File: src/rtl/tmcw_pkg.sv
// ----------------------------------------------------------------------------
// tmcw_pkg: shared definitions of the text mode console writer
// Screen geometry, command and operation codes, word types and the
// decoded command that travels from the front end to the back end.
// ----------------------------------------------------------------------------
package tmcw_pkg;

  localparam int ROWS   = 25;
  localparam int COLS   = 80;
  localparam int CELLS  = ROWS * COLS;
  localparam int ADDR_W = $clog2(CELLS);
  // Source index during a sweep reaches below twice the store size.
  localparam int SUM_W  = $clog2(2 * CELLS);

  localparam logic [7:0]  BLANK_ATTR = 8'h07;
  localparam logic [7:0]  BLANK_CHAR = 8'h00;
  localparam logic [15:0] BLANK_CELL = {BLANK_ATTR, BLANK_CHAR};

  // Depth of the queues between the parts.
  localparam int QDEPTH = 2;
  localparam int QPTR_W = $clog2(QDEPTH);
  localparam int QCNT_W = $clog2(QDEPTH + 1);

  typedef enum logic [2:0] {
    CMD_WRITE  = 3'd0,
    CMD_LOCATE = 3'd1,
    CMD_CLEAR  = 3'd2,
    CMD_ROLL   = 3'd3,
    CMD_READ   = 3'd4
  } cmd_e;

  typedef enum logic [2:0] {
    OP_WRITE,
    OP_LOCATE,
    OP_CLEAR,
    OP_ROLL,
    OP_READ,
    OP_BAD
  } op_e;

  typedef enum logic [1:0] {
    ST_IDLE,
    ST_READ_WAIT,
    ST_SWEEP,
    ST_FINISH
  } state_e;

  typedef struct packed {
    logic [2:0] command;
    logic [7:0] char_code;
    logic [7:0] attribute;
    logic [4:0] row;
    logic [6:0] col;
    logic [7:0] roll_rows;
  } in_word_t;

  typedef struct packed {
    logic [4:0]  cursor_row;
    logic [6:0]  cursor_col;
    logic [10:0] cursor_offset;
    logic [7:0]  read_char;
    logic [7:0]  read_attr;
    logic        status;
  } out_word_t;

  typedef struct packed {
    op_e               op;
    logic [7:0]        char_code;
    logic [7:0]        attribute;
    logic              pos_ok;
    logic [4:0]        row;
    logic [6:0]        col;
    logic [ADDR_W-1:0] addr;
    logic [SUM_W-1:0]  shift;
  } dec_t;

endpackage

File: src/rtl/tmcw_front.sv
// ----------------------------------------------------------------------------
// tmcw_front: command classifier
// Turns an incoming word into an operation code, checks the target position
// and works out the cell address and the sweep distance of a roll or clear.
// ----------------------------------------------------------------------------
module tmcw_front (
  input  tmcw_pkg::in_word_t in_word_i,
  output tmcw_pkg::dec_t     dec_o
);

  int n_clamp;

  always_comb begin
    n_clamp = (int'(in_word_i.roll_rows) >= tmcw_pkg::ROWS) ? tmcw_pkg::ROWS
                                                            : int'(in_word_i.roll_rows);
    dec_o.char_code = in_word_i.char_code;
    dec_o.attribute = in_word_i.attribute;
    dec_o.row       = in_word_i.row;
    dec_o.col       = in_word_i.col;
    dec_o.pos_ok    = (int'(in_word_i.row) < tmcw_pkg::ROWS) &&
                      (int'(in_word_i.col) < tmcw_pkg::COLS);
    dec_o.addr      = tmcw_pkg::ADDR_W'(int'(in_word_i.row) * tmcw_pkg::COLS +
                                        int'(in_word_i.col));
    dec_o.shift     = tmcw_pkg::SUM_W'(n_clamp * tmcw_pkg::COLS);
    case (in_word_i.command)
      tmcw_pkg::CMD_WRITE:  dec_o.op = tmcw_pkg::OP_WRITE;
      tmcw_pkg::CMD_LOCATE: dec_o.op = tmcw_pkg::OP_LOCATE;
      tmcw_pkg::CMD_CLEAR: begin
        dec_o.op    = tmcw_pkg::OP_CLEAR;
        dec_o.shift = tmcw_pkg::SUM_W'(tmcw_pkg::CELLS);
      end
      tmcw_pkg::CMD_ROLL:   dec_o.op = tmcw_pkg::OP_ROLL;
      tmcw_pkg::CMD_READ:   dec_o.op = tmcw_pkg::OP_READ;
      default:              dec_o.op = tmcw_pkg::OP_BAD;
    endcase
  end

endmodule

File: config.mk
export PLATFORM = sky130hd
export DESIGN_NAME = tmcw_front
export DESIGN_NICKNAME = d
export VERILOG_FILES = /design/src/rtl/tmcw_pkg.sv /design/src/rtl/tmcw_front.sv
export SDC_FILE = /design/constraint.sdc
export NUM_CORES = 1
export LEC_CHECK = 0
export ABC_CLOCK_PERIOD_IN_PS = 5300
export BUFFER_PORTS_ARGS = -buffer_cell sky130_fd_sc_hd__buf_2
export CORE_ASPECT_RATIO = 0.7
export CORE_MARGIN = 2
export CORE_UTILIZATION = 25
export DETAILED_ROUTE_END_ITERATION = 8
export GPL_ROUTABILITY_DRIVEN = 1
export PLACE_DENSITY = 0.66
export SLEW_MARGIN = 40
export SYNTH_ARGS = -nofsm -noshare
export SYNTH_HDL_FRONTEND = slang
export SYNTH_SLANG_ARGS = --single-unit
File: constraint.sdc
create_clock -name vclk -period 5.3
set_input_delay 1.06 -clock vclk [all_inputs]
set_output_delay 1.06 -clock vclk [all_outputs]
set_load 0.01 [all_outputs]
Word level (Yosys, flattened, before mapping)
Index checks and enable logic that the tools add are counted.
{"block": "totals", "word_cells": 15, "output_inout_bits": 55, "ff_bits": 0, "in_bits": 39}
{"block": "classes", "n_reduce_logical": 2, "n_addsub": 1, "magnitude_cmp": 3, "n_eq_ne": 4, "mul": 2, "mux": 3}
{"operator": "$pmux W3 S5", "n": 1}
{"operator": "$mux W12", "n": 1}
{"operator": "$add A11 B7 Y11", "n": 1}
{"operator": "$ge A8 B5 Y1 const B", "n": 1}
{"operator": "$mul A8 B3 Y8 const B", "n": 1}
{"operator": "$mux W8", "n": 1}
{"operator": "$lt A7 B7 Y1 const B", "n": 1}
{"operator": "$mul A5 B3 Y7 const B", "n": 1}
{"operator": "$eq A3 B2 Y1 const B", "n": 2}
{"operator": "$lt A5 B5 Y1 const B", "n": 1}
{"operator": "$eq A3 B1 Y1 const B", "n": 1}
{"operator": "$eq A3 B3 Y1 const B", "n": 1}
{"operator": "$logic_not A3 Y1", "n": 1}
{"operator": "$logic_and A1 B1 Y1", "n": 1}

Longest topological paths before layout
{"block": "logic_depth", "word_depth": 4, "mapped_depth": 11, "depth_no_buf": 11}

Worst setup path before layout
Ideal clock, no wire load.
{"block": "synth_path", "path_kind": "input-to-output", "start": "input in_word_i[7] in the netlist's numbering", "end": "output dec_o[11] in the netlist's numbering", "path_stages": 10, "required_ps": 4240, "arrival_time_ps": 2951, "n_path_buf": 0, "path_slack_ps": 1289, "cell_sequence": "nor3_2 nand2b_1 ha_1 ha_1 inv_1 fa_1 nor2b_1 o21ai_0 nor3b_1 a211oi_1"}
{"item": "start, declared", "line": "tmcw_front.sv:7", "text": "input tmcw_pkg::in_word_t in_word_i,"}
{"item": "end, declared", "line": "tmcw_front.sv:8", "text": "output tmcw_pkg::dec_t dec_o"}

==> impl_metrics.py <==
metrics = {
    "setup_path": {
        "worstPathRequired_ps": 4240,
        "crit_path_max_fanout": 6,
        "startpoint": "in_word_i[7]",
        "setup.worst_path.end": "dec_o[11]",
        "critPathKind": "in -> out",
        "cp.arrival_ps": 3250,
        "end_kind": "output pin",
        "cp-start-kind": "primary input",
    },
    "global_route": {
        "grt_pass1_vias": 700,
        "grt.overflow.total": 0,
        "antenna_found_initial": 0,
        "grt_first_pass_wirelength_mm": 3.04,
        "grt_use_total_pct": 7.98,
        "grt_max_degree": 8,
    },
    "cells_and_area": {
        "final_cell_mix": "buf_2, ha_1, inv_1",
        "final_common_cell": "buf_2",
        "final_layout_size_suffix_gt1_share_pct": 35.3,
        "syn_to_final_growth_pct": 4.01,
        "nFillCells": 410,
        "seqCellArea_um2": 0,
        "diodes": 0,
        "nNetsFinal": 197,
        "seq_cells": 0,
        "fin_area_um2": 975,
        "n_clock_buffer": 0,
    },
    "detailed_routing": {
        "drt_iter0_markers": 42,
        "routed_wl_mm": 1.75,
        "vias_per_cell": 3.93,
        "wl_per_cell_um": 9.39,
        "via_count": 731,
        "first_pass_iters": 3,
        "ant_nets": 0,
        "drcViolationCount": 0,
    },
    "place": {
        "gp_congestion": 0.794,
        "place_hpwl_mm": 1.60,
        "placed_area_um2": 975,
        "port_buffers": 46,
    },
    "die": {
        "dieWidth_um": 77.2,
        "dieArea_mm2": 0.00426,
        "core_mm2": 0.00356,
        "ios": 94,
        "rows": 18,
        "initial_utilization_pct": 26.3,
        "dieHeight_um": 55.2,
    },
    "yosys": {
        "synth_cell_types": 27,
        "avgSynthCellArea_um2": 7.68,
        "netlist_instances": 122,
        "yosysWarnings": 0,
        "synth_area_um2": 937,
        "synth_seq_area_share_pct": 0,
    },
    "sta": {
        "hold_violations": 0,
        "period_share_pct": 81.2,
        "tns_ps": 0,
        "fmax_mhz": 232,
        "slew_violations": 0,
        "rsz0062_at_grt": "false",
        "post-route-min-period_ps": 4310,
        "setup_viol": 0,
        "timing.hold.ws_ps": 2120,
    },
    "flow_run": {
        "drv_cap": 0,
    },
    "clocking": {
        "cts_setup_buffers": 0,
        "cts_resized": 0,
        "hold_buffers": 0,
    },
    "status": {
        "status": "finished, final reports clean",
    },
    "pwr": {
        "p_leak_uw": 0.000521,
        "powerDensity_mw_per_mm2": 103,
        "ir_worst_vdd_mv": 0.0575,
    },
    "worst_hold_path": {
        "hold_path_class": "in -> out",
    },
}
-- worst min path at each step --
| stage | depth (start not counted) | slack [ps] | to | start |
|---|---|---|---|---|
| after floorplan | 1 | 2180 | dec_o[53] | in_word_i[38] |
| after global placement | 0 | 2120 | dec_o[38] | in_word_i[22] |
| after detailed placement | 0 | 2120 | dec_o[38] | in_word_i[22] |
| after CTS | 0 | 2120 | dec_o[38] | in_word_i[22] |
| after global routing | 0 | 2120 | dec_o[36] | in_word_i[20] |
| final | 0 | 2120 | dec_o[36] | in_word_i[20] |
-- area by class of cell --
| cell class | count | area [um2] | share of cell area (%) |
|---|---|---|---|
| inverter | 13 | 48.8 | 5.01 |
| multi-input combinational | 77 | 633 | 65.0 |
| tap | 50 | 62.6 | 6.42 |
| timing repair buffer | 46 | 230 | 23.6 |
-- cell usage after synthesis --
cell type	number	area (um2)
buf_4	36	270
ha_1	17	213
inv_1	13	48.8
nand2_1	6	22.5
nand2b_1	5	31.3
xnor2_1	5	43.8
nor2b_1	4	25.0
o21ai_0	4	20.0
a21o_1	3	22.5
a21oi_1	3	15.0
and3_1	3	18.8
fa_1	3	60.1
nor2_1	3	11.3
and2_1	2	12.5
nor3b_1	2	15.0
xor2_1	2	17.5
a211oi_1	1	7.51
a21boi_0	1	7.51
clkbuf_1	1	3.75
conb_1	1	3.75
nand3b_1	1	7.51
nor3_2	1	10.0
o2111ai_1	1	8.76
o21a_1	1	7.51
o311ai_0	1	8.76
o311ai_1	1	8.76
xnor2_2	1	16.3
-- through the flow --
stage	total power [uW]	utilization, %	worst slack, ps	cells
4_1_cts	101	27.4	1000	186
5_1_grt	113	27.4	682	186
3_3_place_gp	100	27.4	1080	186
3_5_place_dp	100	27.4	1010	186
6_report	100	27.4	994	186
2_1_floorplan	86.9	-	1290	127
-- cells by family after synthesis --
| family | after synthesis | synth area share [%] |
|---|---|---|
| fa+ha+maj | 20 | 29.1 |
| xor+xnor | 8 | 8.28 |
| simple gates | 27 | 16.4 |
| buf+inv | 50 | 34.4 |
| compound gates | 16 | 11.3 |
| other cells | 1 | 0.400 |
-- metal layers --
layer	track usage [%]	share of wire, %
met1	12.1	53
met2	11.9	41
met3	1.80	5.8
met4	0.510	0
met5	0	0
-- report_power, final --
group | leakage (uW) | total (uW) | internal [uW] | switching [uW]
Clock | 0 | 0 | 0 | 0
Sequential | 0 | 0 | 0 | 0
Combinational | 0.000521 | 100 | 46.6 | 53.5
-- worst max-delay path: stages --
cell and delay (ps):
buf_2 100, nor3_2 300, nand2b_1 160, ha_1 310
ha_1 160, inv_1 50, fa_1 370, nor2b_1 140
o21ai_0 100, nor3b_1 150, a211oi_1 160, buf_2 170
(Power assumes the default switching activity.)
