<file path="src/rtl/tmcw_pkg.sv">
// ----------------------------------------------------------------------------
// tmcw_pkg: shared definitions of the text mode console writer
// Screen geometry, command and operation codes, word types and the
// decoded command that travels from the front end to the back end.
// ----------------------------------------------------------------------------
package tmcw_pkg;

  localparam int ROWS   = 25;
  localparam int COLS   = 80;
  localparam int CELLS  = ROWS * COLS;
  localparam int ADDR_W = $clog2(CELLS);
  // Source index during a sweep reaches below twice the store size.
  localparam int SUM_W  = $clog2(2 * CELLS);

  localparam logic [7:0]  BLANK_ATTR = 8'h07;
  localparam logic [7:0]  BLANK_CHAR = 8'h00;
  localparam logic [15:0] BLANK_CELL = {BLANK_ATTR, BLANK_CHAR};

  // Depth of the queues between the parts.
  localparam int QDEPTH = 2;
  localparam int QPTR_W = $clog2(QDEPTH);
  localparam int QCNT_W = $clog2(QDEPTH + 1);

  typedef enum logic [2:0] {
    CMD_WRITE  = 3'd0,
    CMD_LOCATE = 3'd1,
    CMD_CLEAR  = 3'd2,
    CMD_ROLL   = 3'd3,
    CMD_READ   = 3'd4
  } cmd_e;

  typedef enum logic [2:0] {
    OP_WRITE,
    OP_LOCATE,
    OP_CLEAR,
    OP_ROLL,
    OP_READ,
    OP_BAD
  } op_e;

  typedef enum logic [1:0] {
    ST_IDLE,
    ST_READ_WAIT,
    ST_SWEEP,
    ST_FINISH
  } state_e;

  typedef struct packed {
    logic [2:0] command;
    logic [7:0] char_code;
    logic [7:0] attribute;
    logic [4:0] row;
    logic [6:0] col;
    logic [7:0] roll_rows;
  } in_word_t;

  typedef struct packed {
    logic [4:0]  cursor_row;
    logic [6:0]  cursor_col;
    logic [10:0] cursor_offset;
    logic [7:0]  read_char;
    logic [7:0]  read_attr;
    logic        status;
  } out_word_t;

  typedef struct packed {
    op_e               op;
    logic [7:0]        char_code;
    logic [7:0]        attribute;
    logic              pos_ok;
    logic [4:0]        row;
    logic [6:0]        col;
    logic [ADDR_W-1:0] addr;
    logic [SUM_W-1:0]  shift;
  } dec_t;

endpackage

</file>
<file path="src/rtl/tmcw_cmd_fifo.sv">
// ----------------------------------------------------------------------------
// tmcw_cmd_fifo: command queue
// Short queue of decoded commands between the front end and the back end.
// ----------------------------------------------------------------------------
module tmcw_cmd_fifo (
  input  logic           clk_i,
  input  logic           rst_ni,
  input  logic           push_i,
  input  tmcw_pkg::dec_t data_i,
  output logic           full_o,
  input  logic           pop_i,
  output tmcw_pkg::dec_t data_o,
  output logic           empty_o
);

  tmcw_pkg::dec_t                      slot_q [tmcw_pkg::QDEPTH];
  logic [tmcw_pkg::QPTR_W-1:0]         wr_ptr_q, wr_ptr_d, rd_ptr_q, rd_ptr_d;
  logic [tmcw_pkg::QCNT_W-1:0]         count_q, count_d;
  logic                                do_push, do_pop;

  assign full_o  = (count_q == tmcw_pkg::QCNT_W'(tmcw_pkg::QDEPTH));
  assign empty_o = (count_q == '0);
  assign do_push = push_i && !full_o;
  assign do_pop  = pop_i && !empty_o;
  assign data_o  = slot_q[rd_ptr_q];

  always_comb begin
    wr_ptr_d = wr_ptr_q;
    rd_ptr_d = rd_ptr_q;
    count_d  = count_q;
    if (do_push) begin
      wr_ptr_d = (wr_ptr_q == tmcw_pkg::QPTR_W'(tmcw_pkg::QDEPTH - 1)) ? '0 : wr_ptr_q + 1'b1;
    end
    if (do_pop) begin
      rd_ptr_d = (rd_ptr_q == tmcw_pkg::QPTR_W'(tmcw_pkg::QDEPTH - 1)) ? '0 : rd_ptr_q + 1'b1;
    end
    if (do_push && !do_pop) begin
      count_d = count_q + 1'b1;
    end else if (do_pop && !do_push) begin
      count_d = count_q - 1'b1;
    end
  end

  always_ff @(posedge clk_i or negedge rst_ni) begin
    if (!rst_ni) begin
      wr_ptr_q <= '0;
      rd_ptr_q <= '0;
      count_q  <= '0;
    end else begin
      wr_ptr_q <= wr_ptr_d;
      rd_ptr_q <= rd_ptr_d;
      count_q  <= count_d;
    end
  end

  always_ff @(posedge clk_i) begin
    if (do_push) begin
      slot_q[wr_ptr_q] <= data_i;
    end
  end

endmodule

</file>
<file path="config.mk">
export PLATFORM = sky130hd
export DESIGN_NAME = tmcw_cmd_fifo
export DESIGN_NICKNAME = d
export VERILOG_FILES = /design/src/rtl/tmcw_pkg.sv /design/src/rtl/tmcw_cmd_fifo.sv
export SDC_FILE = /design/constraint.sdc
export NUM_CORES = 1
export LEC_CHECK = 0
export BUFFER_PORTS_ARGS = -buffer_cell sky130_fd_sc_hd__buf_2
export CAP_MARGIN = 20
export CORE_MARGIN = 2
export CORE_UTILIZATION = 54
export CTS_BUF_LIST = sky130_fd_sc_hd__clkbuf_8
export CTS_CLUSTER_DIAMETER = 120
export CTS_CLUSTER_SIZE = 30
export DETAILED_ROUTE_END_ITERATION = 10
export PLACE_DENSITY = 0.82
export SYNTH_ARGS = -nofsm -noshare
export SYNTH_HDL_FRONTEND = slang
export SYNTH_SLANG_ARGS = --single-unit
</file>
<file path="constraint.sdc">
create_clock -name clk_i -period 4.5 [get_ports clk_i]
set_input_delay 0.45 -clock clk_i [delete_from_list [all_inputs] [get_ports clk_i]]
set_output_delay 0.45 -clock clk_i [all_outputs]
set_load 0.03 [all_outputs]
</file>
# Yosys cells after proc, flatten, opt, wreduce, memory -nomap -nowiden
# Memory sizes are Yosys's and may differ from the RTL's.
# Cells that the tools add are included.
# op_classes
add_sub_neg	4
n_mul	0
div	0
n_lt_le_gt_ge	0
n_eq_ne	1
n_shift	0
mux	6
n_bitwise	0
n_reduce_logical	10
# op_table
operator	n
$logic_and A1 B1 Y1	4
$logic_not A1 Y1	4
$mux W1	4
$mux W2	2
$add A1 B1 Y1 const B	2
$add A2 B1 Y2 const B	1
$eq A2 B2 Y1 const B	1
$logic_not A2 Y1	1
$reduce_bool A2 Y1	1
$sub A2 B1 Y2 const B	1
# totals
regBits	4
latch_bits	0
mem_bits_rw	110
rom_bits	0
in_bits	59
output_inout_bits	57
memories	1
# mem_list
memory	depth	word_bits	rd	rd_ports_with_merged_regs	wr	line_no	text
slot_q	2	55	1	0	1	tmcw_cmd_fifo.sv:16	tmcw_pkg::dec_t slot_q [tmcw_pkg::QDEPTH];

# Logic depth before layout (Yosys ltp)
# depth
word_depth	7
ltp_mapped	7
mapped_depth_nobuf	7

# Worst setup path before layout
# No wires, ideal clock.
# synth_path
path_kind	register to register
start	reg count_q[0] in the netlist's numbering
end	mem slot_q[0][0] in the netlist's numbering (enable)
setup_time_ns	0.468
t_arrival_ns	2.949
required_time_ns	4.032
path_slack_ns	1.083
stages_incl_launch_ff	4
path_buffers	0
period_less_slack_ns	3.417
path_cell_list	dfrtp_1 > nand2b_1 > nand2_1 > nor2_1
# synth_between
elab_chain_cells	5
# synth_lines
element	line_no	text
from (decl)	tmcw_cmd_fifo.sv:18	logic [tmcw_pkg::QCNT_W-1:0] count_q, count_d;
from (signal assigned)	tmcw_cmd_fifo.sv:52	count_q <= count_d;
$eq A2 B2 Y1	tmcw_cmd_fifo.sv:21	assign full_o = (count_q == tmcw_pkg::QCNT_W'(tmcw_pkg::QDEPTH));
$logic_not A1 Y1	tmcw_cmd_fifo.sv:23	assign do_push = push_i && !full_o;
$logic_and A1 B1 Y1	tmcw_cmd_fifo.sv:23	
$mux W1	tmcw_cmd_fifo.sv:57	if (do_push) begin
$mux W1 (not written as such)	tmcw_cmd_fifo.sv:58	slot_q[wr_ptr_q] <= data_i;
to (decl)	tmcw_cmd_fifo.sv:16	
# No other way between the ends.

==> reports/qor.txt <==
Post-Syn Instances - 190
H-Tree Depth - 4
IO buf count - 115
Layout Utilization - 69.38%
setup ws final - 1.913 ns
clock skew - 0.005359 ns
core area - 7767 sq um
Fin Setup TNS - 0 ns
area delta synth->final - 24.44%
simple-gate share of the synthesized area - 0.6357%
M1 wire length - 2.817 mm
HP Start - data_i[13]
GR Util All Layers - 16.82%
CP top delay family - flip-flops
MaxCap Viol Count - 0
nets@finish - 381
Post-Synth XOR/XNOR Area - 1.011%
initial antenna violation count - 0
Period minus WS final - 2.587 ns
Yosys reg bits - 114
Synth Area in Compound Gates - 0.1156%
row count - 32
final setup violating endpoints - 0
vias per cell - 4.975
largest net degree at the start of global routing - 57
crit-path max cell delay - 1.02 ns
sequential area share after synthesis - 78.59%
Vias - 2,169
power density cells - 717.4 nW/um^2
First-pass DRT Iterations - 4
synthesized area per cell - 22.79 sq um
r2r endpoint - slot_q[0][40]$_DFFE_PP_
worst slack, placed - 2.262 ns
crit path capture type - primary output
PostCTS Resize Cnt - 0
clock network power share - 22.8%
global-route wire length before repair - 10.41 mm
highest routed layer - met4
Crit Path Max Fanout - 56
CTS sink cnt - 114
switch share - 35.48%
post-synthesis adder-cell area fraction - 0.2889%
Avg WL per Cell - 15.81 um
HP Class - input port to register
Post-DP HPWL - 4.465 mm
post-synthesis mux area share - 17.77%
Hold Path End - slot_q[0][13]$_DFFE_PP_
Gate power share - 34.6%
met3 wire length - 466 um
DRC Markers - 0
Die X - 93.55 um
Net Sw Power - 0.001372 W
Critical-path top delay cell - dfrtp_4
ant diodes - 0
hold depth - 1
reg2reg path depth - 4
WP data required - 4.05 ns
Worst setup SP type - register
maximum clock insertion buffer count - 2
share of cells above drive strength 1 - 61.68%
DIE AREA - 8752 sq um
synthesized cell area - 4330 sq um
largest family of logic cells by synthesized area - multiplexers
crit path cell chain - mux2_2 -> buf_2
Initial Util - 55.75%
detailed-route wire length - 6.895 mm
Synth Net Count - 250
CP arrival - 2.14 ns
reg-to-reg setup timing slack - 2.27 ns
RSZ-0062 raised after global routing - false
GR Overflow Total - 0
clock root buffer - clkbuf_8
Yosys cell types - 15
final worst-path cycle share - 57.50%
Hold Vio Cnt, Final - 0
fin. max-slew vios - 0
Reg-to-Reg Start - count_q[0]$_DFFE_PN0P_
Clk Latency, worst-skew pair - 0.41 ns
outcome - completed
post-route ant nets - 0
vias in the first global route - 2,152
Starting DRT DRC Count - 111
DR WL met2 - 3.512 mm
Max IR drop VDD - 0.4303 mV
P_leak - 2.156 nW
sequential cell fraction of total power - 42.6%
routability cong. - 0.7106
Internal - 0.002494 W
Crit Path Category - register to primary output
fmax - 0.3865 GHz
Warnings, synthesis - 0
worst-margin pin slew - 0.9673 ns
total CTS buffers - 17
Die Span Y - 93.55 um
crit path buf inv count - 1
I/O pin cnt - 116
Max transition margin - 35.51%
CTS tree - built
clock slew at reported path FFs - 0.07 ns
routing by layer:
| metal | global-route usage, % | vias up |
|---|---|---|
| met4 | 7.005 | 0 |
| met2 | 26.50 | 84 |
| met1 | 19.34 | 1062 |
| li1 | - | 1012 |
| met3 | 8.864 | 11 |
| met5 | 0 | - |
worst register-to-register path, stage by stage, from the launching register on:
cell and delay (ns):
dfrtp_1 0.42, nand2b_1 0.17, nand2_1 0.15, nor2_4 0.63, buf_4 0.50
sequential cells by signal (all words and copies together) (netlist names):
signal and cells:
count_q 2, rd_ptr_q 1, slot_q 110, wr_ptr_q 1
worst max path at each step:
stage                            from                       to  slack [ns]  depth (start not counted)
6_report         rd_ptr_q$_DFFE_PN0P_               data_o[39]        1.91                          2
5_1_grt          rd_ptr_q$_DFFE_PN0P_               data_o[39]        1.82                          2
4_1_cts          rd_ptr_q$_DFFE_PN0P_               data_o[39]        1.89                          2
3_5_place_dp   count_q[0]$_DFFE_PN0P_  slot_q[0][36]$_DFFE_PP_        2.26                          4
3_3_place_gp   count_q[0]$_DFFE_PN0P_  slot_q[0][53]$_DFFE_PP_        2.35                          4
2_1_floorplan  count_q[0]$_DFFE_PN0P_   slot_q[0][0]$_DFFE_PP_        1.08                          3
logic make-up (layout without fill, tap and decap cells):
group	count (synthesis)	after routing
and+or+nand+nor	6	6
adders and majority gates	1	1
AOI/OAI and AO/OA	1	1
DFF	114	114
muxes	55	55
buffers and inverters	8	152
xor gates and xnor gates	5	5
what timing repair did:
action,4_1_cts,5_1_grt
buffers inserted,0,0
hold buffers,1,0
endpoints found under the hold margin,4,0
final cells by class:
| cell class | count | area (sq um) |
|---|---|---|
| Inverter | 2 | 7.507 |
| Multi-Input combinational cell | 68 | 867.1 |
| Timing Repair Buffer | 118 | 600.6 |
| Clock inverter | 15 | 145.1 |
| Tap cell | 102 | 127.6 |
| Fill cell | 534 | 2379 |
| Sequential cell | 114 | 3407 |
| Clock buffer | 17 | 234.0 |
Yosys cell counts:
| cell | number | area (sq um) |
|---|---|---|
| nor2_1 | 3 | 11.26 |
| inv_1 | 2 | 7.510 |
| xnor2_1 | 3 | 26.28 |
| dfrtp_1 | 4 | 100.1 |
| nand2_1 | 1 | 3.750 |
| o21ai_0 | 1 | 5.000 |
| mux2_4 | 40 | 600.6 |
| and3_1 | 1 | 6.260 |
| mux2_2 | 15 | 168.9 |
| ha_1 | 1 | 12.51 |
| xor2_1 | 2 | 17.52 |
| buf_6 | 5 | 56.30 |
| nand2b_1 | 1 | 6.260 |
| buf_2 | 1 | 5.000 |
| edfxtp_1 | 110 | 3303 |
power by group through the flow:
stage	Sequential, W	Clock [W]	Combinational, W
detailed placement	0.00168	0	0.00135
CTS	0.00165	0.000904	0.00136
global route	0.00168	0.000953	0.00141
finish	0.00165	0.000881	0.00134
floorplan	0.00154	0	0.00117
global placement	0.00166	0	0.00133
layout by cell type, fill, tap and decap left out, types with 3 or more instances in the layout:
cell type   netlist  final
clkinvlp_4        0      7
inv_1             2      3
dfrtp_1           4      3
clkinv_2          0      4
xnor2_1           3      3
buf_2             1    115
mux2_2           15     15
clkbuf_8          0     17
edfxtp_1        110    110
mux2_4           40     40
per-stage QoR:
stage,instance area [sq um],cells,total power (W),hold slack (ns)
4_1_cts,5389,436,0.003915,0.1849
5_1_grt,5389,436,0.004048,0.1718
2_1_floorplan,4330,190,0.002709,0.1544
3_3_place_gp,5000,403,0.002993,0.2610
6_report,5389,436,0.003866,0.2175
3_5_place_dp,5000,403,0.003025,0.2626
(Power assumes the default switching activity.)
