==> config.mk <==
export PLATFORM = sky130hd
export DESIGN_NAME = tmcw_res_fifo
export DESIGN_NICKNAME = d
export VERILOG_FILES = /design/src/rtl/tmcw_pkg.sv /design/src/rtl/tmcw_res_fifo.sv
export SDC_FILE = /design/constraint.sdc
export NUM_CORES = 1
export LEC_CHECK = 0
export ABC_CLOCK_PERIOD_IN_PS = 3900
export BUFFER_PORTS_ARGS = -buffer_cell sky130_fd_sc_hd__buf_2
export CAP_MARGIN = 5
export CORE_MARGIN = 10
export CORE_UTILIZATION = 52
export DETAILED_ROUTE_END_ITERATION = 8
export PLACE_DENSITY = 0.79
export SLEW_MARGIN = 20
export SYNTH_ARGS = -nofsm -noshare
export SYNTH_HDL_FRONTEND = slang
export SYNTH_SLANG_ARGS = --single-unit
==> constraint.sdc <==
create_clock -name clk_i -period 3.9 [get_ports clk_i]
set_input_delay 0.78 -clock clk_i [delete_from_list [all_inputs] [get_ports clk_i]]
set_output_delay 0.78 -clock clk_i [all_outputs]
set_load 0.05 [all_outputs]
==> src/rtl/tmcw_pkg.sv <==
// ----------------------------------------------------------------------------
// tmcw_pkg: shared definitions of the text mode console writer
// Screen geometry, command and operation codes, word types and the
// decoded command that travels from the front end to the back end.
// ----------------------------------------------------------------------------
package tmcw_pkg;

  localparam int ROWS   = 25;
  localparam int COLS   = 80;
  localparam int CELLS  = ROWS * COLS;
  localparam int ADDR_W = $clog2(CELLS);
  // Source index during a sweep reaches below twice the store size.
  localparam int SUM_W  = $clog2(2 * CELLS);

  localparam logic [7:0]  BLANK_ATTR = 8'h07;
  localparam logic [7:0]  BLANK_CHAR = 8'h00;
  localparam logic [15:0] BLANK_CELL = {BLANK_ATTR, BLANK_CHAR};

  // Depth of the queues between the parts.
  localparam int QDEPTH = 2;
  localparam int QPTR_W = $clog2(QDEPTH);
  localparam int QCNT_W = $clog2(QDEPTH + 1);

  typedef enum logic [2:0] {
    CMD_WRITE  = 3'd0,
    CMD_LOCATE = 3'd1,
    CMD_CLEAR  = 3'd2,
    CMD_ROLL   = 3'd3,
    CMD_READ   = 3'd4
  } cmd_e;

  typedef enum logic [2:0] {
    OP_WRITE,
    OP_LOCATE,
    OP_CLEAR,
    OP_ROLL,
    OP_READ,
    OP_BAD
  } op_e;

  typedef enum logic [1:0] {
    ST_IDLE,
    ST_READ_WAIT,
    ST_SWEEP,
    ST_FINISH
  } state_e;

  typedef struct packed {
    logic [2:0] command;
    logic [7:0] char_code;
    logic [7:0] attribute;
    logic [4:0] row;
    logic [6:0] col;
    logic [7:0] roll_rows;
  } in_word_t;

  typedef struct packed {
    logic [4:0]  cursor_row;
    logic [6:0]  cursor_col;
    logic [10:0] cursor_offset;
    logic [7:0]  read_char;
    logic [7:0]  read_attr;
    logic        status;
  } out_word_t;

  typedef struct packed {
    op_e               op;
    logic [7:0]        char_code;
    logic [7:0]        attribute;
    logic              pos_ok;
    logic [4:0]        row;
    logic [6:0]        col;
    logic [ADDR_W-1:0] addr;
    logic [SUM_W-1:0]  shift;
  } dec_t;

endpackage

==> src/rtl/tmcw_res_fifo.sv <==
// ----------------------------------------------------------------------------
// tmcw_res_fifo: result queue
// Short queue of result words that parts the back end from the consumer.
// ----------------------------------------------------------------------------
module tmcw_res_fifo (
  input  logic                clk_i,
  input  logic                rst_ni,
  input  logic                push_i,
  input  tmcw_pkg::out_word_t data_i,
  output logic                full_o,
  input  logic                pop_i,
  output tmcw_pkg::out_word_t data_o,
  output logic                empty_o
);

  tmcw_pkg::out_word_t                 slot_q [tmcw_pkg::QDEPTH];
  logic [tmcw_pkg::QPTR_W-1:0]         wr_ptr_q, wr_ptr_d, rd_ptr_q, rd_ptr_d;
  logic [tmcw_pkg::QCNT_W-1:0]         count_q, count_d;
  logic                                do_push, do_pop;

  assign full_o  = (count_q == tmcw_pkg::QCNT_W'(tmcw_pkg::QDEPTH));
  assign empty_o = (count_q == '0);
  assign do_push = push_i && !full_o;
  assign do_pop  = pop_i && !empty_o;
  assign data_o  = slot_q[rd_ptr_q];

  always_comb begin
    wr_ptr_d = wr_ptr_q;
    rd_ptr_d = rd_ptr_q;
    count_d  = count_q;
    if (do_push) begin
      wr_ptr_d = (wr_ptr_q == tmcw_pkg::QPTR_W'(tmcw_pkg::QDEPTH - 1)) ? '0 : wr_ptr_q + 1'b1;
    end
    if (do_pop) begin
      rd_ptr_d = (rd_ptr_q == tmcw_pkg::QPTR_W'(tmcw_pkg::QDEPTH - 1)) ? '0 : rd_ptr_q + 1'b1;
    end
    if (do_push && !do_pop) begin
      count_d = count_q + 1'b1;
    end else if (do_pop && !do_push) begin
      count_d = count_q - 1'b1;
    end
  end

  always_ff @(posedge clk_i or negedge rst_ni) begin
    if (!rst_ni) begin
      wr_ptr_q <= '0;
      rd_ptr_q <= '0;
      count_q  <= '0;
    end else begin
      wr_ptr_q <= wr_ptr_d;
      rd_ptr_q <= rd_ptr_d;
      count_q  <= count_d;
    end
  end

  always_ff @(posedge clk_i) begin
    if (do_push) begin
      slot_q[wr_ptr_q] <= data_i;
    end
  end

endmodule

After elaboration in Yosys (flattened, before gate mapping)
Memory sizes are Yosys's and may differ from the RTL's.
Index checks and enable logic that the tools add are counted.
W data, S select, Z words.
{"block": "totals", "ff_bits": 4, "ram_bits": 80, "input_bits": 44, "out_inout_bits": 42, "word_cells": 25, "n_memories": 1}
{"block": "op_classes", "n_addsub": 4, "n_eq_ne": 1, "muxes": 6, "n_reduce_logical": 10}
{"name": "slot_q", "words": 2, "width": 40, "rd": 1, "rd_clocked_by_memory_dff": 0, "write_ports": 1, "line": "tmcw_res_fifo.sv:16", "source": "tmcw_pkg::out_word_t slot_q [tmcw_pkg::QDEPTH];"}
{"operator": "$logic_and A1 B1 Y1", "n": 4}
{"operator": "$logic_not A1 Y1", "n": 4}
{"operator": "$mux W1", "n": 4}
{"operator": "$mux W2", "n": 2}
{"operator": "$add A1 B1 Y1 const B", "n": 2}
{"operator": "$add A2 B1 Y2 const B", "n": 1}
{"operator": "$eq A2 B2 Y1 const B", "n": 1}
{"operator": "$logic_not A2 Y1", "n": 1}
{"operator": "$reduce_bool A2 Y1", "n": 1}
{"operator": "$sub A2 B1 Y2 const B", "n": 1}

Logic depth before layout (Yosys ltp)
Gate-level depths: netlist of run 1.
{"block": "depth", "word_depth": 7, "mapped_depth": 7, "mapped_depth_nobuf": 7}

Worst setup path before layout of run 1
No wires, ideal clock.
{"block": "synth_timing", "path_type": "in2reg", "startpoint": "input port push_i", "endpoint": "memory slot_q[0][0] (netlist name) (enable)", "setup_time_ns": 0.437, "t_arrival_ns": 2.554, "t_required_ns": 3.463, "path_slack_ns": 0.909, "path_stages": 2, "path_buffers": 0, "path_cell_list": "nand2_1 nor2_1"}
{"block": "synth_via", "elab_chain_len": 3}
{"element": "from (decl)", "line": "tmcw_res_fifo.sv:8", "source": "input logic push_i,"}
{"element": "$logic_and A1 B1 Y1", "line": "tmcw_res_fifo.sv:23", "source": "assign do_push = push_i && !full_o;"}
{"element": "$mux W1", "line": "tmcw_res_fifo.sv:57", "source": "if (do_push) begin"}
{"element": "$mux W1 (not written as such)", "line": "tmcw_res_fifo.sv:58", "source": "slot_q[wr_ptr_q] <= data_i;"}
{"element": "to (decl)", "line": "tmcw_res_fifo.sv:16"}
No other way between the ends.

==> results of run 1 <==
## sequential cells by signal (all words and copies together) (netlist names)
register  flops
rd_ptr_q      1
slot_q       80
wr_ptr_q      1
count_q       2
## metal layers
layer  up-vias  part of all wire (%)  track usage [%]
met2        46                    53             19.9
met5         -                     0                0
met4         0                   1.6             5.62
li1        736                     -                -
met3        11                   6.9             4.15
met1       740                    38             11.6
## cell families (layout without fill, tap and decap cells)
family | count (synthesis) | count (layout) | share of synthesized area, %
xor gates and xnor gates | 5 | 5 | 1.33
buffers and inverters | 7 | 102 | 3.01
and+or+nand+nor | 6 | 6 | 0.838
AOI/OAI and AO/OA | 1 | 1 | 0.152
adders and majority gates | 1 | 1 | 0.381
muxes | 40 | 40 | 18.2
DFF | 84 | 84 | 76.1
## report_power, final
part,leakage (uW),switching [uW],internal [uW]
registers,0.000789,67.8,1240
logic,0.000738,1100,530
clock network,0.0000961,262,346
## cell type report
cell class | count | share of cell area [%]
clock buffers | 9 | 3.13
clock inverters | 4 | 1.70
inverters | 2 | 0.189
multi-input cells | 53 | 17.5
flip-flops and latches | 84 | 63.2
well taps | 75 | 2.37
repair buffers | 87 | 11.9
## worst reg2reg max path: stages (launching register included)
cell,delay [ps]
dfrtp_1,430
nand2b_1,170
and3_2,840
## placed cells by master (no fill, tap or decap)
master	netlist	routed
dfrtp_1	4	3
mux2_2	1	1
nand2_1	1	1
and3_2	0	1
nand2b_1	1	1
xor2_1	2	2
buf_12	4	1
nor2_1	3	2
xnor2_1	3	3
buf_16	0	1
buf_2	0	85
bufinv_16	0	2
ha_1	1	1
mux2_4	39	39
inv_1	2	2
clkbuf_8	0	9
clkinv_1	0	2
dfrtp_2	0	1
edfxtp_1	80	80
nor2_4	0	1
o21ai_1	1	1
## through the flow
step                      setup WS (ps)  instances  cell area [um2]  utilization [%]
after floorplan                     909        144             3290                -
after global placement             1600        300             3740             62.1
after detailed placement           1790        301             3770             62.6
after CTS                          1510        314             3960             65.8
after global routing               1470        314             3960             65.8
final                              1530        314             3960             65.8
## final timing paths
path	startpoint	endpoint	slack, ps	depth (start not counted)
setup reg to reg	count_q[0]$_DFFE_PN0P_	slot_q[1][22]$_DFFE_PP_	2080	2
max in group asynchronous	rst_ni	rd_ptr_q$_DFFE_PN0P_	3520	1
hold / removal	rst_ni	wr_ptr_q$_DFFE_PN0P_	250	1
hold reg to reg	count_q[1]$_DFFE_PN0P_	count_q[1]$_DFFE_PN0P_	530	1
setup / recovery	rd_ptr_q$_DFFE_PN0P_	data_o[17]	1530	3
min in group clk_i	count_q[1]$_DFFE_PN0P_	count_q[1]$_DFFE_PN0P_	530	1
==> results.tsv, run 1 <==
stage	metric	value	unit
clocking	cts_hold_buf	0	
floorplan	die_y	99.5	um
cells_and_area	area_delta_synth_final	20.6	%
routing	routed_wl	5680	um
timing	finalCriticalPeriod	2370	ps
cells_and_area	layout.nets	282	
global_route	grt_max_degree	42	
yosys	synth_commonest_cells	edfxtp_1, mux2_4, buf_12, dfrtp_1	
clocking	clk_pin_slew_worst_paths	70	ps
yosys	synth_flop_cell	edfxtp_1	
yosys	synth.avg_cell_area	22.8	um2
routing	dr.pass1.iters	4	
yosys	yosysSeqAreaShare	76.1	%
routing	drt_iter0_drc	45	
global_route	antenna_found_initial	0	
setup_path	crit_type	reg2out	
yosys	synth_edf_count	80	
global_route	grt_usage	11.3	%
pwr	p_leak	0.00162	uW
yosys	syn_area	3290	um2
timing	maxSlewViolCount	0	
setup_path	cp.buffers_inverters	2	
setup_path	arrival	1590	ps
setup_path	worst_setup_path_end_kind	output pin	
cells_and_area	multi_input_area	694	um2
timing	hold_viol	0	
routing	wl_per_cell	18.1	um
clocking	postCtsSetupBuffers	0	
cells_and_area	diodes	0	
yosys	synth_cell_types	15	
yosys	synth_top_area_share	73.1	%
yosys	synth_top_area_cell	edfxtp_1	
yosys	synth_cells	144	
clocking	numCtsBuffers	9	
yosys	synthArstFlopShare	4.76	%
timing	skew	7.57	ps
timing	rsz0062_at_grt	no	
timing	timing.final.crit_share	60.7	%
floorplan	die_area	9900	um2
yosys	synth_fp_nets	189	
pwr	ir_drop	0.764	mV
global_route	grt_pass1_wl	8760	um
routing	via_per_inst	4.88	
clocking	cts_tree	done	
clocking	cts_sinks	84	
placement	gp_congestion	0.698	
placement	port_buffers	85	
floorplan	num_rows	28	
setup_path	cp.required	3120	ps
routing	drc	0	
yosys	ys_ff_latch	84	
placement	place_hpwl	3990	um
hold_path	hp-class	in2async	
floorplan	core_area	6030	um2
setup_path	max_stage_delay	370	ps
yosys	yosys_warnings	0	
cells_and_area	n_fill_cell	446	
cells_and_area	drive_above_1_share	59.0	%
global_route	grt_pass1_vias	1762	
setup_path	crit_chain	buf_12 > mux2_2 > buf_2	
cells_and_area	regArea	2500	um2
clocking	cts_root_buf	clkbuf_8	
clocking	cts.repair.resized	0	
routing	vias	1533	
setup_path	cp-start-kind	flip-flop	
floorplan	initial_core_util	54.5	%
floorplan	die_w	99.5	um
global_route	grt_remaining_overflow	0	
clocking	clock_latency	330	ps
clocking	ctsLongestPathBuffers	2	
setup_path	crit_family	buffers and inverters	
timing	tightest_slew	950	ps
pwr	powerDensity	894	nW/um2
timing	slew_headroom	36.6	%
clocking	cts_max_level	3	
floorplan	io_pins	86	
status	status	finished, final reports clean	
timing	fmax	423	MHz
setup_path	slowest_stage	dfrtp_2	
pwr	finalPower	3540	uW
yosys	yosysMostFrequentCell	edfxtp_1	
timing	setup_violations	0	
setup_path	cp_max_fo	41	
timing	setup_tns	0	ps
yosys	netlist_top_cells_area	edfxtp_1, mux2_4, dfrtp_1	
routing	drt.antenna.violating_nets	0	
run	cap_violations	0	
timing	holdWs	246	ps
Power figures use the tool's default switching activity.
==> inputs of run 2 (changes only) <==
Settings changed: ABC_CLOCK_PERIOD_IN_PS 3900 to 2200.
Clock period 3.9 ns to 2.2 ns, I/O delays scaled along.
==> run 2 against run 1 <==
- first-iteration DRC count shrank 11%
- final cell count up 1.9%
- final area increased by 0.35%
- sequential power rose by 80%
- critical path depth unchanged
- sequential share of layout area fell by 0.16 points
- hold slack better by 41 ps
- register-to-register slack got worse by 1400 ps
- routed wire length up 0.44%
- worst setup slack worse by 1400 ps
- flip-flop and latch count did not move
- die area did not move
- largest power group unchanged
- highest routed layer unchanged
==> results.tsv, run 2 (same netlist as run 1, synthesis figures left out) <==
stage	metric	value	unit	change
floorplan	core_area	6030	um2	unchanged
setup_path	slowest_stage	dfrtp_4		
timing	rsz0062_at_grt	no		
status	status	finished, final reports clean		
clocking	cts_max_level	3		unchanged
routing	dr.pass1.iters	4		unchanged
setup_path	cp-start-kind	flip-flop		
setup_path	worst_setup_path_end_kind	output pin		
cells_and_area	layout.nets	285		+1.1%
global_route	grt_usage	11.9	%	+0.57 points
global_route	grt_pass1_wl	9110	um	+4.1%
setup_path	cp.required	1760	ps	-1360 ps
setup_path	reg2reg_depth	6		+4
global_route	grt_pass1_vias	1758		-0.23%
clocking	postCtsSetupBuffers	0		unchanged
routing	via_per_inst	4.87		-0.21%
setup_path	critPathCapture	data_o[32]		
floorplan	die_w	99.5	um	unchanged
routing	drc	0		unchanged
cells_and_area	top_regs	slot_q x80, count_q x2		
placement	gp_congestion	0.661		-5.3%
timing	setup_tns	0	ps	unchanged
pwr	powerDensity	1550	nW/um2	+73%
timing	hold_viol	0		unchanged
timing	skew	9.61	ps	+2.04 ps
setup_path	reg2reg_to	count_q[1]$_DFFE_PN0P_		
clocking	cts_root_buf	clkbuf_8		
placement	placed_cell_area	3800	um2	+0.86%
routing	drt.antenna.violating_nets	0		unchanged
clocking	numCtsBuffers	9		unchanged
floorplan	io_pins	86		unchanged
clocking	cts_sinks	84		unchanged
hold_path	hp-class	in2reg		
global_route	grt_max_degree	41		-2.4%
cells_and_area	final_cell_mix	buf_2, edfxtp_1, mux2_4		
pwr	p_leak	0.00163	uW	+0.60%
timing	tightest_slew	266	ps	-684 ps
setup_path	max_stage_delay	550	ps	+180 ps
timing	setup_violations	0		unchanged
setup_path	crit_chain	buf_12 > mux2_4 > buf_2		
routing	drt_iter0_drc	40		-11%
cells_and_area	final_common_cell	buf_2		
run	cap_violations	0		unchanged
cells_and_area	largest_reg_flops	80		unchanged
pwr	ir_drop	0.926	mV	+21%
cells_and_area	area_delta_synth_final	21.0	%	
setup_path	cp_max_fo	20		-51%
cells_and_area	diodes	0		unchanged
placement	place_hpwl	4170	um	+4.5%
cells_and_area	regMostFlops	slot_q		
timing	maxSlewViolCount	0		unchanged
setup_path	crit_start	rd_ptr_q$_DFFE_PN0P_		
routing	routed_wl	5710	um	+0.44%
setup_path	worstReg2RegStart	count_q[0]$_DFFE_PN0P_		
timing	finalCriticalPeriod	2100	ps	
cells_and_area	fin_area	3980	um2	+0.35%
routing	vias	1559		+1.7%
floorplan	die_area	9900	um2	unchanged
floorplan	die_y	99.5	um	unchanged
global_route	grt_remaining_overflow	0		unchanged
placement	port_buffers	85		unchanged
routing	wl_per_cell	17.8	um	-1.4%
clocking	clock_latency	340	ps	about the same
global_route	antenna_found_initial	0		unchanged
timing	timing.final.crit_share	95.5	%	
cells_and_area	finish.utilization	66.0	%	+0.23 points
clocking	ctsLongestPathBuffers	2		unchanged
setup_path	rrSetupSlack	640	ps	-1440 ps
floorplan	num_rows	28		unchanged
timing	slew_headroom	82.4	%	+46 points
setup_path	arrival	1660	ps	+70 ps
clocking	clk_pin_slew_worst_paths	80	ps	about the same
setup_path	crit_type	reg2out		
clocking	cts_tree	done		
floorplan	initial_core_util	54.5	%	unchanged
cells_and_area	drive_above_1_share	59.6	%	+0.60 points
timing	fmax	476	MHz	
## run 2: cell count changes in the layout (fill, tap and decap cells not counted), sizes merged
| cell | change |
|---|---|
| dlygate4sd3 | +1 |
| clkinv | +3 |
| buf | +2 |
| clkbuf | +2 |
| bufinv | -2 |
## run 2: metal layers
metal  GRT usage (%)  vias to the layer above  wire length (um)
met5               0                        -                 0
met4            5.62                        0               104
met1            13.0                      756              2270
met3            4.15                       10               350
met2            20.2                       46              2990
li1                -                      747                 -
## run 2: through the flow
stage | total power (uW) | cells | hold slack [ps] | setup slack, ps
after floorplan | 4830 | 144 | 144 | 90.0
after global placement | 5310 | 303 | 254 | 408
after detailed placement | 5340 | 303 | 256 | 400
after CTS | 6240 | 320 | 267 | 27.6
after global routing | 6460 | 320 | 263 | 38.3
final | 6160 | 320 | 288 | 99.9
## run 2: area by class of cell
cell class              count  area, um2
repair buffers             90        515
clock buffers              11        131
inverters                   2       7.51
flip-flops and latches     84       2510
well taps                  75       93.8
fillers                   425       2050
multi-input cells          53        694
clock inverters             5       28.8
## run 2: how the worst min path moves through the flow
stage / from / endpoint / slack [ps] / depth (start not counted)
after global routing: data_i[14] / slot_q[0][14]$_DFFE_PP_ / 260 / 1
after detailed placement: rst_ni / count_q[1]$_DFFE_PN0P_ / 260 / 1
final: data_i[13] / slot_q[0][13]$_DFFE_PP_ / 290 / 1
after global placement: rst_ni / count_q[1]$_DFFE_PN0P_ / 250 / 1
after CTS: data_i[13] / slot_q[0][13]$_DFFE_PP_ / 270 / 1
after floorplan: rst_ni / count_q[0]$_DFFE_PN0P_ / 140 / 0
## run 2: worst max-delay path, delay by kind of cell (launching register included)
kind | cells | cell delay (ps)
muxes | 1 | 320
buffers and inverters | 2 | 440
DFF | 1 | 550
## run 2: power breakdown
group          switching (uW)  internal [uW]
Sequential                167           2200
Combinational            1910            988
Clock                     493            405
Total                    2570           3590
## run 2: repair_timing
| action | CTS | global route |
|---|---|---|
| gates resized for setup | 0 | 1 |
| hold buffers | 1 | 0 |
| endpoints found under the hold margin | 4 | 0 |
| endpoints found under the setup margin | 0 | 5 |
==> inputs of run 3 (changes only) <==
Settings changed: ABC_CLOCK_PERIOD_IN_PS 2200 to 1900, CORE_UTILIZATION 52 to 47, PLACE_DENSITY 0.79 to 0.75.
Clock period 2.2 ns to 1.9 ns, I/O delays scaled along.
==> run 3 against run 2 <==
- final area up 0.98%
- non-clock buffer count up 2
- clock skew down 6.4 ps
- clock power up 27%
- hold slack worse by 58 ps
- worst setup slack worse by 90 ps
- count of clock-buffer cells in the layout up 1
- sequential power up 14%
- via count up 2.2%
- sequential share of layout area down 0.67 points
- critical path depth unchanged
- power up 18%
- largest cell class unchanged
- largest power group unchanged
==> results.tsv, run 3 (same netlist as run 1, synthesis figures left out) <==
stage	metric	value	unit	change
run	cap_violations	0		unchanged
cells_and_area	regMostFlops	slot_q		
cells_and_area	final_common_cell	buf_2		
placement	port_buffers	85		unchanged
floorplan	io_pins	86		unchanged
timing	finalCriticalPeriod	1890	ps	
clocking	clk_pin_slew_worst_paths	70	ps	about the same
setup_path	crit_type	reg2out		
routing	wl_per_cell	17.7	um	-0.93%
cells_and_area	diodes	0		unchanged
global_route	antenna_found_initial	0		unchanged
floorplan	num_rows	30		+7.1%
setup_path	cp-start-kind	flip-flop		
floorplan	die_y	104	um	+4.1%
floorplan	core_area	6790	um2	+13%
pwr	ir_drop	1.12	mV	+21%
hold_path	hp-class	in2reg		
global_route	grt_pass1_vias	1737		-1.2%
routing	drc	0		unchanged
setup_path	cp.required	1520	ps	-240 ps
cells_and_area	largest_reg_flops	80		unchanged
timing	timing.final.crit_share	99.5	%	
setup_path	arrival	1510	ps	-150 ps
floorplan	initial_core_util	48.4	%	-6.2 points
clocking	cts_max_level	3		unchanged
cells_and_area	drive_above_1_share	58.9	%	-0.65 points
pwr	p_leak	0.00164	uW	+0.68%
routing	drt.antenna.violating_nets	0		unchanged
routing	vias	1593		+2.2%
clocking	cts_sinks	84		unchanged
clocking	numCtsBuffers	9		unchanged
routing	drt_iter0_drc	47		+18%
cells_and_area	fin_cells	342		+6.9%
floorplan	die_area	10700	um2	+8.5%
routing	dr.pass1.iters	4		unchanged
timing	holdWs	230	ps	-57.8 ps
timing	hold_viol	0		unchanged
setup_path	cp_max_fo	24		+20%
timing	rsz0062_at_grt	yes		
timing	tightest_slew	355	ps	+88.6 ps
cells_and_area	layout.nets	287		+0.70%
clocking	cts_tree	done		
timing	maxSlewViolCount	0		unchanged
setup_path	worst_setup_path_end_kind	output pin		
timing	slew_headroom	76.4	%	-6.0 points
routing	via_per_inst	4.66		-4.4%
clocking	cts_root_buf	clkbuf_8		
timing	setup_violations	0		unchanged
global_route	grt_usage	11.3	%	-0.63 points
placement	dp.cells	326		+7.6%
global_route	grt_pass1_wl	9440	um	+3.6%
routing	routed_wl	6050	um	+5.9%
clocking	clock_latency	330	ps	about the same
placement	gp_congestion	0.746		+13%
floorplan	die_w	104	um	+4.1%
placement	place_hpwl	4340	um	+4.0%
cells_and_area	final_cell_mix	buf_2, edfxtp_1, mux2_4		
status	status	finished, final reports clean		
pwr	powerDensity	1810	nW/um2	+17%
clocking	ctsLongestPathBuffers	2		unchanged
global_route	grt_remaining_overflow	0		unchanged
setup_path	rrSetupSlack	280	ps	-360 ps
timing	skew	3.21	ps	-6.41 ps
cells_and_area	top_regs	slot_q x80, count_q x2		
placement	placed_cell_area	3810	um2	about the same
cells_and_area	fin_area	4020	um2	+0.98%
timing	fmax	529	MHz	
cells_and_area	area_delta_synth_final	22.2	%	
global_route	grt_max_degree	26		-37%
run 3: cell types whose count changed in the layout (fill, tap and decap cells not counted), moves of 2 or more:
cell      previous run  this run
buf_12               4         1
buf_2               85        83
buf_4                0         4
buf_6                0         2
clkinv_2             4         1
run 3: report_power, final:
group / switching [uW] / internal [uW]
Clock: 547 / 596
Sequential: 149 / 2540
Combinational: 2280 / 1140
Total: 2980 / 4280
run 3: cell type report:
type	count	area [um2]
Clock inverter	3	38.8
Multi-Input combinational cell	53	698
Timing Repair Buffer	92	513
Inverter	2	7.51
Clock buffer	12	135
Tap cell	96	120
Fill cell	517	2780
Sequential cell	84	2500
run 3: final timing paths:
kind / start / end / cells past startpoint
max: rd_ptr_q$_DFFE_PN0P_ / data_o[35] / 3
min: data_i[8] / slot_q[0][8]$_DFFE_PP_ / 1
max reg2reg: count_q[0]$_DFFE_PN0P_ / count_q[1]$_DFFE_PN0P_ / 6
min reg2reg: count_q[1]$_DFFE_PN0P_ / count_q[1]$_DFFE_PN0P_ / 1
max in group asynchronous: rst_ni / rd_ptr_q$_DFFE_PN0P_ / 2
min in group asynchronous: rst_ni / count_q[0]$_DFFE_PN0P_ / 2
run 3: metal layers:
| layer | wire, um | GRT usage, % | vias up |
|---|---|---|---|
| met5 | 0 | 0 | - |
| met3 | 406 | 4.46 | 9 |
| met1 | 2490 | 12.8 | 778 |
| li1 | - | - | 751 |
| met4 | 106 | 5.75 | 0 |
| met2 | 3050 | 18.0 | 55 |
run 3: critical path, stage by stage (launching register included):
cell     delay (ps)
dfrtp_2         400
buf_12          220
mux2_4          330
buf_2           210
run 3: timing repair:
| action | CTS | global route |
|---|---|---|
| buffers inserted | 0 | 0 |
| endpoints found under the hold margin | 4 | 0 |
| endpoints found under the setup margin | 17 | 40 |
| resized for setup | 2 | 6 |
| cloned | 0 | 0 |
| hold buffers | 1 | 0 |
| pin swaps | 0 | 0 |
run 3: stage by stage:
stage          utilization, %  power [uW]  TNS, ps  setup slack [ps]
5_1_grt                  59.1        7590     -976             -40.1
2_1_floorplan               -        5600        0               216
4_1_cts                  58.9        7320     -286             -24.2
6_report                 59.1        7260        0              9.88
3_5_place_dp             56.1        6150        0               278
3_3_place_gp             56.1        6100        0               290
